--- src/rtl/plcl_pkg.sv ---
`default_nettype none
package plcl_pkg;

    localparam int TABLE_DEPTH_DEF = 1024;
    localparam int DATA_W          = 32;
    localparam int CNT_W           = 17;
    localparam int DIV_STEPS       = 66;

    localparam logic [1:0] ST_ANSWER    = 2'd0;
    localparam logic [1:0] ST_NOT_READY = 2'd1;
    localparam logic [1:0] ST_WRITTEN   = 2'd2;

    localparam logic OP_WRITE = 1'b0;
    localparam logic OP_QUERY = 1'b1;

    localparam logic [1:0] CFG_POINTS    = 2'd0;
    localparam logic [1:0] CFG_INTERCEPT = 2'd1;
    localparam logic [1:0] CFG_SLOPE     = 2'd2;
    localparam logic [1:0] CFG_READY     = 2'd3;

    typedef enum logic [3:0] {
        S_IDLE, S_LAST_RD, S_LAST_CHK, S_ONE_RD, S_SRCH, S_SRCH_CMP,
        S_LOAD_A, S_LOAD_B, S_TAIL_MUL, S_TAIL_ADD, S_LERP_MUL,
        S_DIV_INIT, S_DIV, S_LERP_ADD, S_FINISH
    } state_t;

    typedef enum logic [2:0] {
        ADDR_LAST, ADDR_ZERO, ADDR_MID, ADDR_A, ADDR_B
    } addr_sel_t;

    typedef struct packed {
        logic      load_item;
        logic      wr_entry;
        addr_sel_t addr_sel;
        logic      load_last;
        logic      one_load;
        logic      srch_init;
        logic      srch_step;
        logic      load_a;
        logic      load_b;
        logic      tail_mul;
        logic      tail_add;
        logic      lerp_mul;
        logic      div_start;
        logic      div_step;
        logic      lerp_add;
        logic      chan_next;
        logic      out_load;
    } cmd_t;

    typedef struct packed {
        logic tbl_ready;
        logic tail_hit;
        logic single;
        logic srch_done;
        logic div_done;
        logic chan_kk;
    } sts_t;

    function automatic logic signed [31:0] sat32(input logic signed [67:0] v);
        logic signed [67:0] hi;
        logic signed [67:0] lo;
        hi = 68'sh7FFFFFFF;
        lo = -68'sh80000000;
        if (v > hi) begin
            sat32 = 32'sh7FFFFFFF;
        end else if (v < lo) begin
            sat32 = 32'sh80000000;
        end else begin
            sat32 = v[31:0];
        end
    endfunction

endpackage
`default_nettype wire

--- src/rtl/plcl_ctrl.sv ---
`default_nettype none
module plcl_ctrl (
    input  wire logic          aclk,
    input  wire logic          aresetn,
    input  wire logic          s_valid,
    output logic               s_ready,
    input  wire logic          s_operation,
    output logic               m_valid,
    input  wire logic          m_ready,
    input  wire plcl_pkg::sts_t sts,
    output plcl_pkg::cmd_t     cmd
);
    import plcl_pkg::*;

    state_t state_reg, state_next;
    logic   m_valid_reg, m_valid_next;
    logic   out_free;

    assign out_free = !m_valid_reg || m_ready;
    assign m_valid  = m_valid_reg;
    assign s_ready  = (state_reg == S_IDLE);

    always_ff @(posedge aclk) begin
        if (!aresetn) begin
            state_reg   <= S_IDLE;
            m_valid_reg <= 1'b0;
        end else begin
            state_reg   <= state_next;
            m_valid_reg <= m_valid_next;
        end
    end

    always_comb begin
        state_next = state_reg;
        case (state_reg)
            S_IDLE: begin
                if (s_valid) begin
                    if (s_operation == OP_WRITE || !sts.tbl_ready) begin
                        state_next = S_FINISH;
                    end else begin
                        state_next = S_LAST_RD;
                    end
                end
            end
            S_LAST_RD:  state_next = S_LAST_CHK;
            S_LAST_CHK: begin
                if (sts.tail_hit) begin
                    state_next = S_TAIL_MUL;
                end else if (sts.single) begin
                    state_next = S_ONE_RD;
                end else begin
                    state_next = S_SRCH;
                end
            end
            S_ONE_RD:   state_next = S_FINISH;
            S_SRCH:     state_next = sts.srch_done ? S_LOAD_A : S_SRCH_CMP;
            S_SRCH_CMP: state_next = S_SRCH;
            S_LOAD_A:   state_next = S_LOAD_B;
            S_LOAD_B:   state_next = S_LERP_MUL;
            S_TAIL_MUL: state_next = S_TAIL_ADD;
            S_TAIL_ADD: state_next = S_FINISH;
            S_LERP_MUL: state_next = S_DIV_INIT;
            S_DIV_INIT: state_next = S_DIV;
            S_DIV:      state_next = sts.div_done ? S_LERP_ADD : S_DIV;
            S_LERP_ADD: state_next = sts.chan_kk ? S_FINISH : S_LERP_MUL;
            S_FINISH:   state_next = out_free ? S_IDLE : S_FINISH;
            default:    state_next = S_IDLE;
        endcase
    end

    always_comb begin
        cmd          = '0;
        cmd.addr_sel = ADDR_LAST;
        m_valid_next = m_valid_reg && !m_ready;
        case (state_reg)
            S_IDLE: begin
                cmd.load_item = s_valid;
                cmd.wr_entry  = s_valid && (s_operation == OP_WRITE);
            end
            S_LAST_RD: cmd.addr_sel = ADDR_LAST;
            S_LAST_CHK: begin
                cmd.load_last = sts.tail_hit;
                cmd.srch_init = !sts.tail_hit && !sts.single;
                cmd.addr_sel  = ADDR_ZERO;
            end
            S_ONE_RD: cmd.one_load = 1'b1;
            S_SRCH:   cmd.addr_sel = sts.srch_done ? ADDR_A : ADDR_MID;
            S_SRCH_CMP: cmd.srch_step = 1'b1;
            S_LOAD_A: begin
                cmd.load_a   = 1'b1;
                cmd.addr_sel = ADDR_B;
            end
            S_LOAD_B:   cmd.load_b = 1'b1;
            S_TAIL_MUL: cmd.tail_mul = 1'b1;
            S_TAIL_ADD: cmd.tail_add = 1'b1;
            S_LERP_MUL: cmd.lerp_mul = 1'b1;
            S_DIV_INIT: cmd.div_start = 1'b1;
            S_DIV:      cmd.div_step = !sts.div_done;
            S_LERP_ADD: begin
                cmd.lerp_add  = 1'b1;
                cmd.chan_next = !sts.chan_kk;
            end
            S_FINISH: begin
                cmd.out_load = out_free;
                if (out_free) begin
                    m_valid_next = 1'b1;
                end
            end
            default: cmd = '0;
        endcase
    end
endmodule
`default_nettype wire

--- config.mk ---
export PLATFORM = sky130hd
export DESIGN_NAME = plcl_ctrl
export DESIGN_NICKNAME = d
export VERILOG_FILES = /design/src/rtl/plcl_pkg.sv /design/src/rtl/plcl_ctrl.sv
export SDC_FILE = /design/constraint.sdc
export NUM_CORES = 1
export LEC_CHECK = 0
export BUFFER_PORTS_ARGS = -buffer_cell sky130_fd_sc_hd__buf_4
export CORE_AREA = 2 2 39 41
export CTS_CLUSTER_DIAMETER = 100
export DETAILED_ROUTE_END_ITERATION = 16
export DIE_AREA = 0 0 41 43
export PLACE_DENSITY = 0.8
export SYNTH_ARGS = -nofsm -noshare
export SYNTH_HDL_FRONTEND = slang
export SYNTH_SLANG_ARGS = --single-unit
--- constraint.sdc ---
create_clock -name aclk -period 2.2 [get_ports aclk]
set_clock_uncertainty 0.15 [all_clocks]
set_input_delay 0.55 -clock aclk [delete_from_list [all_inputs] [get_ports aclk]]
set_output_delay 0.55 -clock aclk [all_outputs]
set_load 0.03 [all_outputs]
# Word level (Yosys, flattened, before mapping)
# Index checks and enable logic that the tools add are counted.
[totals]
register_bits = 5
input_bits = 11
word_cells = 59
[op_classes]
n_eq_ne = 15
mux = 27
n_bitwise = 1
reduce_logical = 14
[ops]
columns = ["cell", "count"]
rows = [
  ["one-hot mux 4 bit (14 select lines)", 1],
  ["equality test 4 bit, second input constant", 7],
  ["equality test 4 x 3 -> 1 bit, second input constant", 4],
  ["2-to-1 mux 1 bit", 16],
  ["2-to-1 mux 4 bit", 4],
  ["one-hot mux 3 bit (3 select lines)", 1],
  ["equality test 4 x 2 -> 1 bit, second input constant", 2],
  ["zero test 1 bit", 7],
  ["2-to-1 mux 2 bit", 3],
  ["2-to-1 mux 3 bit", 2],
  ["equality test 4 x 1 -> 1 bit, second input constant", 1],
  ["zero test 4 bit", 1],
  ["logical AND 1 bit", 3],
  ["logical OR 1 bit", 2],
  ["inequality test 2 bit, second input constant", 1],
  ["OR reduction 2 bit", 1],
  ["NOT 1 bit", 1],
]

# Longest topological paths before layout
# Gate-level depths: netlist (run 1).
[logic_depth]
ltp_word = 5
depth_mapped = 6

# Worst setup path before layout (run 1)
# No wires, ideal clock.
[synth_timing]
path_kind = "register -> output"
startpoint = "reg state_reg[1]"
endpoint = "out cmd[17] (netlist name)"
arrival_ps = 1732
path_slack_ps = -232
stages_incl_launch_ff = 5
path_buffers = 1
cell_sequence = "dfxtp_1 -> buf_6 -> nor4_4 -> and2_1 -> and2b_1"
[synth_lines]
columns = ["item", "line_no", "source"]
rows = [
  ["start: declaration", "plcl_ctrl.sv:15", "state_t state_reg, state_next;"],
  ["start signal: assignment", "plcl_ctrl.sv:28", "state_reg <= state_next;"],
  ["end: declaration", "plcl_ctrl.sv:11", "output plcl_pkg::cmd_t cmd"],
]

==> impl_metrics.json, run 1 <==
{
  "dp_cells": 126,
  "ir_drop_mv": 0.678,
  "hold_buffers": 0,
  "synth_edf_count": 0,
  "critPathMaxFanout": 15,
  "crit_type": "flop to primary output",
  "synth_nets": 94,
  "grt_usage_pct": 21.8,
  "clock_latency_ns": 0.24,
  "cp_top_family": "simple AND/OR/NAND/NOR gates",
  "grt_pass1_wl_um": 2730,
  "min_period_over_period_pct": 96.4,
  "yosysMostFrequentCell": "nor2_1",
  "drive_gt1_share_pct": 44.7,
  "cp-start-kind": "flop",
  "ys_seq_area_share_pct": 16.9,
  "tritoncts.num_buffers": 3,
  "critPathCaptureType": "primary output",
  "drc": 0,
  "first_pass_iters": 4,
  "core_area_um2": 1380,
  "grt_max_degree": 20,
  "drt_iter0_drc": 23,
  "max-slew-margin-rel_pct": 76.7,
  "synth_top_area_cell": "dfxtp_1",
  "port_buffers": 31,
  "die_h_um": 43,
  "path_cells": "nor4_4 > and2_4 > and2b_2 > buf_4",
  "power_density_nw_per_um2": 1270,
  "vias": 716,
  "syn_area_per_cell_um2": 7.15,
  "syn_inst": 83,
  "synth_top_cell_area_share_pct": 16.9,
  "wl_per_cell_um": 13.0,
  "async_flop_share_pct": 0,
  "ys_ff_latch": 5,
  "cts_max_level": 1,
  "report.power.total_uw": 1090,
  "yosys-top-cells-area": "dfxtp_1, nor2_1, nand2b_1, nand2_1, buf_6",
  "cts.sinks": 5,
  "root_buffer": "clkbuf_4",
  "largest_reg_flops": 4,
  "max_cap_violations": 0,
  "fp-row-count": 14,
  "hold_path.class": "flop to flop",
  "ys_top_cells_by_count": "nor2_1, nand2_1, nand2b_1",
  "cpPeakStageDelay_ns": 0.40,
  "nets": 126,
  "max_freq_ghz": 0.472,
  "ys_warn_count": 0,
  "rsz0062_at_grt": "false",
  "hold_start": "m_valid",
  "min_period_ns": 2.12,
  "status": "completed",
  "setup_viol": 0,
  "grt_pass1_vias": 662,
  "cp.buffers_inverters": 1,
  "r2r_end": "state_reg[3]",
  "leakage_uw": 0.000385,
  "n_antenna_cell": 0,
  "r2r_slack_ns": 0.61,
  "ys_types": 35,
  "synthesis.area_um2": 593,
  "clk_pin_slew_worst_paths_ns": 0.04,
  "r2r_start": "state_reg[2]",
  "hold_depth": 2,
  "drtAntennaViolNets": 0,
  "routabilityCongestion": 0.886,
  "routed_via_density": 5.51,
  "final-max-slew-violation-count": 0,
  "reg2reg_depth": 4,
  "finalNonFillerCells": 130,
  "antenna_found_initial": 0,
  "required_ns": 1.50,
  "die_w_um": 41,
  "post_cts_buffers": 0,
  "dp_hpwl_um": 1290,
  "worst_pin_slew_ns": 0.349,
  "clockBufferDepth": 2,
  "syn_to_final_growth_pct": 45.4,
  "finalHoldViolations": 0,
  "cts_resized": 4,
  "wirelength_um": 1690,
  "holdPathEnd": "m_valid",
  "ys.flop_type": "dfxtp_1",
  "cp.arrival_ns": 1.42,
  "die-area_um2": 1760,
  "cts_tree": "yes",
  "initial_core_util_pct": 42.9,
  "ios": 32,
  "critPathSlowestCell": "dfxtp_2",
  "grt.overflow.total": 0
}
-- where the power goes --
part,internal (uW),switching (uW),total [uW],leakage (uW)
combinational,334,408,742,0.000327
clock,68.5,37.1,106,0.0000150
sequential,128,119,246,0.0000425
-- per-layer routing --
metal	vias up	track usage, %	routed length [um]
li1	359	-	-
met1	329	28.0	697
met2	28	35.9	881
met3	0	4.71	111
met4	0	4.00	0
met5	-	0	0
-- how the worst max path moves through the flow --
stage	startpoint	endpoint	cells past startpoint
after global placement	state_reg[1]	cmd[11]	3
final	state_reg[3]	cmd[17]	4
after CTS	state_reg[0]	cmd[11]	4
after floorplan	state_reg[0]	cmd[17]	4
after global routing	state_reg[3]	cmd[17]	4
after detailed placement	state_reg[1]	cmd[11]	3
-- cells in the final DEF (no fill, tap or decap), types with 2 or more instances in the layout --
cell type  count
a31oi_1        4
dfxtp_2        4
nand2_1        9
a21oi_1        3
nand2b_1       7
clkbuf_4       3
a221oi_1       2
nor3_1         4
inv_1          2
nor2_1        13
o21ai_0        4
buf_4         35
-- stage by stage --
step | utilization, % | setup WS (ns) | setup TNS, ns | cell area [um^2] | hold WS, ns
after global routing | 62.3 | 0.0127 | 0 | 862 | 0.424
after floorplan | - | -0.0627 | -0.0627 | 612 | 0.446
after CTS | 62.2 | 0.00879 | 0 | 861 | 0.367
after global placement | 59.4 | 0.164 | 0 | 822 | 0.357
final | 62.3 | 0.0799 | 0 | 862 | 0.373
after detailed placement | 59.4 | 0.0944 | 0 | 822 | 0.355
-- layout make-up --
type,instances,area [um^2]
repair buffers,35,263
inverters,3,11.3
fillers,137,522
multi-input cells,67,437
well taps,16,20.0
clock buffers,4,26.3
flip-flops and latches,5,105
-- worst reg2reg max path: stages (launching register included) --
cell and delay (ns):
dfxtp_2 0.50, nand2b_1 0.24, o21ai_0 0.12, a221oi_1 0.32, a31oi_1 0.13
-- kinds of logic (layout without fill, tap and decap cells) --
kind of cell	count (synthesis)	count (layout)	synth area share [%]
simple gates	45	45	43.5
flops	5	5	16.9
buf+inv	11	42	13.5
compound gates	22	22	26.2
No activity file was read; power rests on OpenSTA's default activity.
==> run 2: changes to the inputs <==
--- a/config.mk
+++ b/config.mk
@@ -6,11 +6,10 @@
 export NUM_CORES = 1
 export LEC_CHECK = 0
 export BUFFER_PORTS_ARGS = -buffer_cell sky130_fd_sc_hd__buf_4
-export CORE_AREA = 2 2 39 41
+export CORE_MARGIN = 2
+export CORE_UTILIZATION = 30
 export CTS_CLUSTER_DIAMETER = 100
 export DETAILED_ROUTE_END_ITERATION = 16
-export DIE_AREA = 0 0 41 43
-export PLACE_DENSITY = 0.8
 export SYNTH_ARGS = -nofsm -noshare
 export SYNTH_HDL_FRONTEND = slang
 export SYNTH_SLANG_ARGS = --single-unit
==> impl_metrics.json, run 2 (synthesis gave the netlist of run 1 again) <==
{
  "drc": 0,
  "critPathCaptureType": "primary output",
  "grt_pass1_wl_um": 2720,
  "clock_latency_ns": 0.24,
  "cts_max_level": 1,
  "min_period_ns": 2.11,
  "core_area_um2": 1920,
  "critPathMaxFanout": 15,
  "routabilityCongestion": 0.768,
  "syn_to_final_growth_pct": 49.2,
  "max_cap_violations": 0,
  "grt_max_degree": 17,
  "root_buffer": "clkbuf_4",
  "ios": 32,
  "crit_type": "flop to primary output",
  "r2r_start": "state_reg[2]",
  "leakage_uw": 0.000382,
  "rsz0062_at_grt": "false",
  "required_ns": 1.50,
  "post_cts_buffers": 0,
  "drive_gt1_share_pct": 48.2,
  "drtAntennaViolNets": 0,
  "die_w_um": 48.5,
  "drt_iter0_drc": 10,
  "cp-start-kind": "flop",
  "largest_reg_flops": 4,
  "dp_cells": 137,
  "max_freq_ghz": 0.475,
  "wirelength_um": 1660,
  "clk_pin_slew_worst_paths_ns": 0.04,
  "power_density_nw_per_um2": 1240,
  "tritoncts.num_buffers": 3,
  "hold_slack_ns": 0.373,
  "reg2reg_depth": 4,
  "mostFrequentLayoutCells": "buf_4, nor2_1, nand2_1",
  "worstSetupStartpoint": "state_reg[3]",
  "r2r_end": "state_reg[3]",
  "setup_viol": 0,
  "dp_hpwl_um": 1290,
  "gr-usage-met3_pct": 5.86,
  "grt.overflow.total": 0,
  "initial_core_util_pct": 30.9,
  "hold_path.class": "flop to flop",
  "final_common_cell": "buf_4",
  "clockBufferDepth": 2,
  "nets": 126,
  "grt_pass1_vias": 636,
  "cts_resized": 3,
  "vias": 691,
  "antenna_found_initial": 0,
  "grt_use_met2_pct": 23.8,
  "cp.arrival_ns": 1.41,
  "first_pass_iters": 4,
  "cts.sinks": 5,
  "final-max-slew-violation-count": 0,
  "die-area_um2": 2350,
  "tns_ns": 0,
  "hold_buffers": 0,
  "status": "completed",
  "worst_pin_slew_ns": 0.390,
  "finish.utilization_pct": 46.0,
  "grt_usage_pct": 14.3,
  "r2r_slack_ns": 0.52,
  "n_antenna_cell": 0,
  "report.power.total_uw": 1090,
  "max-slew-margin-rel_pct": 74.0,
  "finalHoldViolations": 0,
  "fp-row-count": 16,
  "endpoint": "cmd[17]",
  "die_h_um": 48.5,
  "hold_start": "m_valid",
  "port_buffers": 31,
  "cts_tree": "yes",
  "min_period_over_period_pct": 95.8,
  "fillerInstances": 216,
  "grt_busiest_layer": "met2",
  "routed_via_density": 4.90,
  "wl_per_cell_um": 11.8,
  "ir_drop_mv": 0.604,
  "use_met1_pct": 18.0,
  "finalNonFillerCells": 141
}
[run 2: power breakdown]
group	switching (uW)	total (uW)	internal, uW
clock	35.0	103	68.4
combinational	417	747	330
sequential	116	244	128
[run 2: final cells by class]
class                   count  area (um^2)  share of cell area (%)
clock buffers               4         26.3                    2.97
well taps                  27         33.8                    3.82
inverters                   3         11.3                    1.27
multi-input cells          67          445                    50.4
flip-flops and latches      5          105                    11.9
repair buffers             35          263                    29.7
[run 2: worst min-delay path by stage]
stage	to	depth (start not counted)	slack (ns)
after global placement	m_valid	2	0.36
final	m_valid	2	0.37
after global routing	m_valid	2	0.43
after floorplan	m_valid	2	0.45
after detailed placement	m_valid	2	0.36
after CTS	m_valid	2	0.37
[run 2: critical path, cell delays in order (launching register included)]
cell and delay [ns]:
dfxtp_2 0.40, nor4_4 0.31, and2_4 0.18, and2b_2 0.13
buf_4 0.15
[run 2: stage by stage]
step	worst slack (ns)	cell area [um^2]
6_report	0.0927	885
5_1_grt	0.0125	885
4_1_cts	0.0389	866
3_5_place_dp	0.207	836
3_3_place_gp	0.206	836
2_1_floorplan	-0.0627	612
[run 2: routing by layer]
metal,wire length (um),part of all wire (%)
met1,736,44
met2,843,51
met3,80,4.8
met5,0,0
met4,0,0
==> run 3: changes to the inputs <==
--- a/config.mk
+++ b/config.mk
@@ -5,11 +5,13 @@
 export SDC_FILE = /design/constraint.sdc
 export NUM_CORES = 1
 export LEC_CHECK = 0
+export ABC_AREA = 0
 export BUFFER_PORTS_ARGS = -buffer_cell sky130_fd_sc_hd__buf_4
 export CORE_MARGIN = 2
-export CORE_UTILIZATION = 30
+export CORE_UTILIZATION = 42
 export CTS_CLUSTER_DIAMETER = 100
 export DETAILED_ROUTE_END_ITERATION = 16
+export PLACE_DENSITY = 0.76
 export SYNTH_ARGS = -nofsm -noshare
 export SYNTH_HDL_FRONTEND = slang
 export SYNTH_SLANG_ARGS = --single-unit
==> impl_metrics.json, run 3 (synthesis gave the netlist of run 1 again) <==
{
  "min_period_over_period_pct": 96.6,
  "finish.utilization_pct": 65.5,
  "first_pass_iters": 4,
  "seq_power_share_pct": 22.7,
  "grt_pass1_wl_um": 2810,
  "grt_pass1_vias": 632,
  "n_antenna_cell": 0,
  "p_sw_share_pct": 51.9,
  "power_density_nw_per_um2": 1270,
  "p_int_uw": 530,
  "final_common_cell": "buf_4",
  "layout_setup_ws_ns": 0.0737,
  "wirelength_um": 1670,
  "critPathCaptureType": "primary output",
  "cp-start-kind": "flop",
  "wl_per_cell_um": 12.9,
  "grt_usage_pct": 20.5,
  "worst_pin_slew_ns": 0.368,
  "cts_tree": "yes",
  "drtAntennaViolNets": 0,
  "initial_core_util_pct": 45.0,
  "die-area_um2": 1730,
  "max_freq_ghz": 0.470,
  "setup_viol": 0,
  "die_h_um": 41.6,
  "min_period_ns": 2.13,
  "routed_via_density": 5.47,
  "clk_pin_slew_worst_paths_ns": 0.04,
  "required_ns": 1.50,
  "fp-row-count": 13,
  "critPathMaxFanout": 19,
  "max_cap_violations": 0,
  "core_area_um2": 1320,
  "clockBufferDepth": 2,
  "port_buffers": 31,
  "drc": 0,
  "die_w_um": 41.6,
  "cts.sinks": 5,
  "nets": 126,
  "fillerInstances": 124,
  "route.met2.wl_um": 849,
  "crit_type": "flop to primary output",
  "hold_path.class": "flop to flop",
  "largest_reg_flops": 4,
  "mostFrequentLayoutCells": "buf_4, nor2_1, nand2_1",
  "status": "completed",
  "ir_drop_mv": 0.607,
  "clock_latency_ns": 0.24,
  "m1WireLength_um": 688,
  "pre_cts_ws_ns": 0.113,
  "post_cts_buffers": 0,
  "regArea_um2": 105,
  "antenna_found_initial": 0,
  "root_buffer": "clkbuf_4",
  "drive_gt1_share_pct": 45.6,
  "drt_iter0_drc": 10,
  "routabilityCongestion": 0.811,
  "dr_wl_met3_um": 130,
  "dp_hpwl_um": 1240,
  "switching_power_uw": 571,
  "ios": 32,
  "grt.overflow.total": 0,
  "r2r_slack_ns": 0.55,
  "grt_max_degree": 20,
  "highest_layer": "met3",
  "cts_max_level": 1,
  "leakage_uw": 0.000385,
  "max-slew-margin-rel_pct": 75.5,
  "vias": 706,
  "cp.arrival_ns": 1.43,
  "clock_power_share_pct": 9.7,
  "rsz0062_at_grt": "false",
  "tritoncts.num_buffers": 3,
  "multi_input_area_um2": 439,
  "finalHoldViolations": 0,
  "final-max-slew-violation-count": 0,
  "comb_power_share_pct": 67.6,
  "syn_to_final_growth_pct": 45.6
}
-- run 3: worst max-delay path, stage by stage (launching register included) --
cell	delay, ns
dfxtp_2	0.55
nand2b_4	0.14
nor4b_4	0.29
buf_4	0.20
-- run 3: worst paths after layout --
kind | from | to | cells past startpoint
setup / recovery | state_reg[1] | cmd[11] | 3
hold / removal | m_valid | m_valid | 2
setup reg to reg | state_reg[2] | state_reg[3] | 4
hold reg to reg | m_valid | m_valid | 2
-- run 3: repair_timing --
| action | CTS | global route |
|---|---|---|
| hold buffers | 0 | 0 |
| endpoints found under the hold margin | 0 | 0 |
| resized for setup | 3 | 3 |
| setup endpoints to repair | 14 | 5 |
-- run 3: layout make-up --
cell class | instances | share of cell area (%)
Sequential cell | 5 | 12.2
Multi-Input combinational cell | 67 | 50.9
Timing Repair Buffer | 35 | 30.4
Clock buffer | 4 | 3.04
Inverter | 3 | 1.30
Tap cell | 15 | 2.17
-- run 3: metal layers --
layer	vias to the layer above	track usage (%)
met5	-	0
met4	0	3.87
met1	321	26.2
met2	32	33.4
met3	0	6.96
li1	353	-
-- run 3: metrics by stage --
step / instances / power (uW) / setup TNS (ns) / hold WS (ns) / instance area (um^2)
6_report: 129 / 1100 / 0 / 0.376 / 863
5_1_grt: 129 / 1180 / 0 / 0.432 / 863
4_1_cts: 129 / 1080 / 0 / 0.377 / 851
3_5_place_dp: 125 / 961 / 0 / 0.365 / 821
3_3_place_gp: 125 / 955 / 0 / 0.356 / 821
2_1_floorplan: 83 / 800 / -0.0627 / 0.446 / 612
-- run 3: power by group through the flow --
| stage | combinational, uW | clock [uW] | sequential [uW] |
|---|---|---|---|
| finish | 744 | 107 | 250 |
| global route | 803 | 119 | 259 |
| CTS | 731 | 111 | 242 |
| detailed placement | 722 | 0 | 239 |
| global placement | 715 | 0 | 239 |
| floorplan | 660 | 0 | 140 |
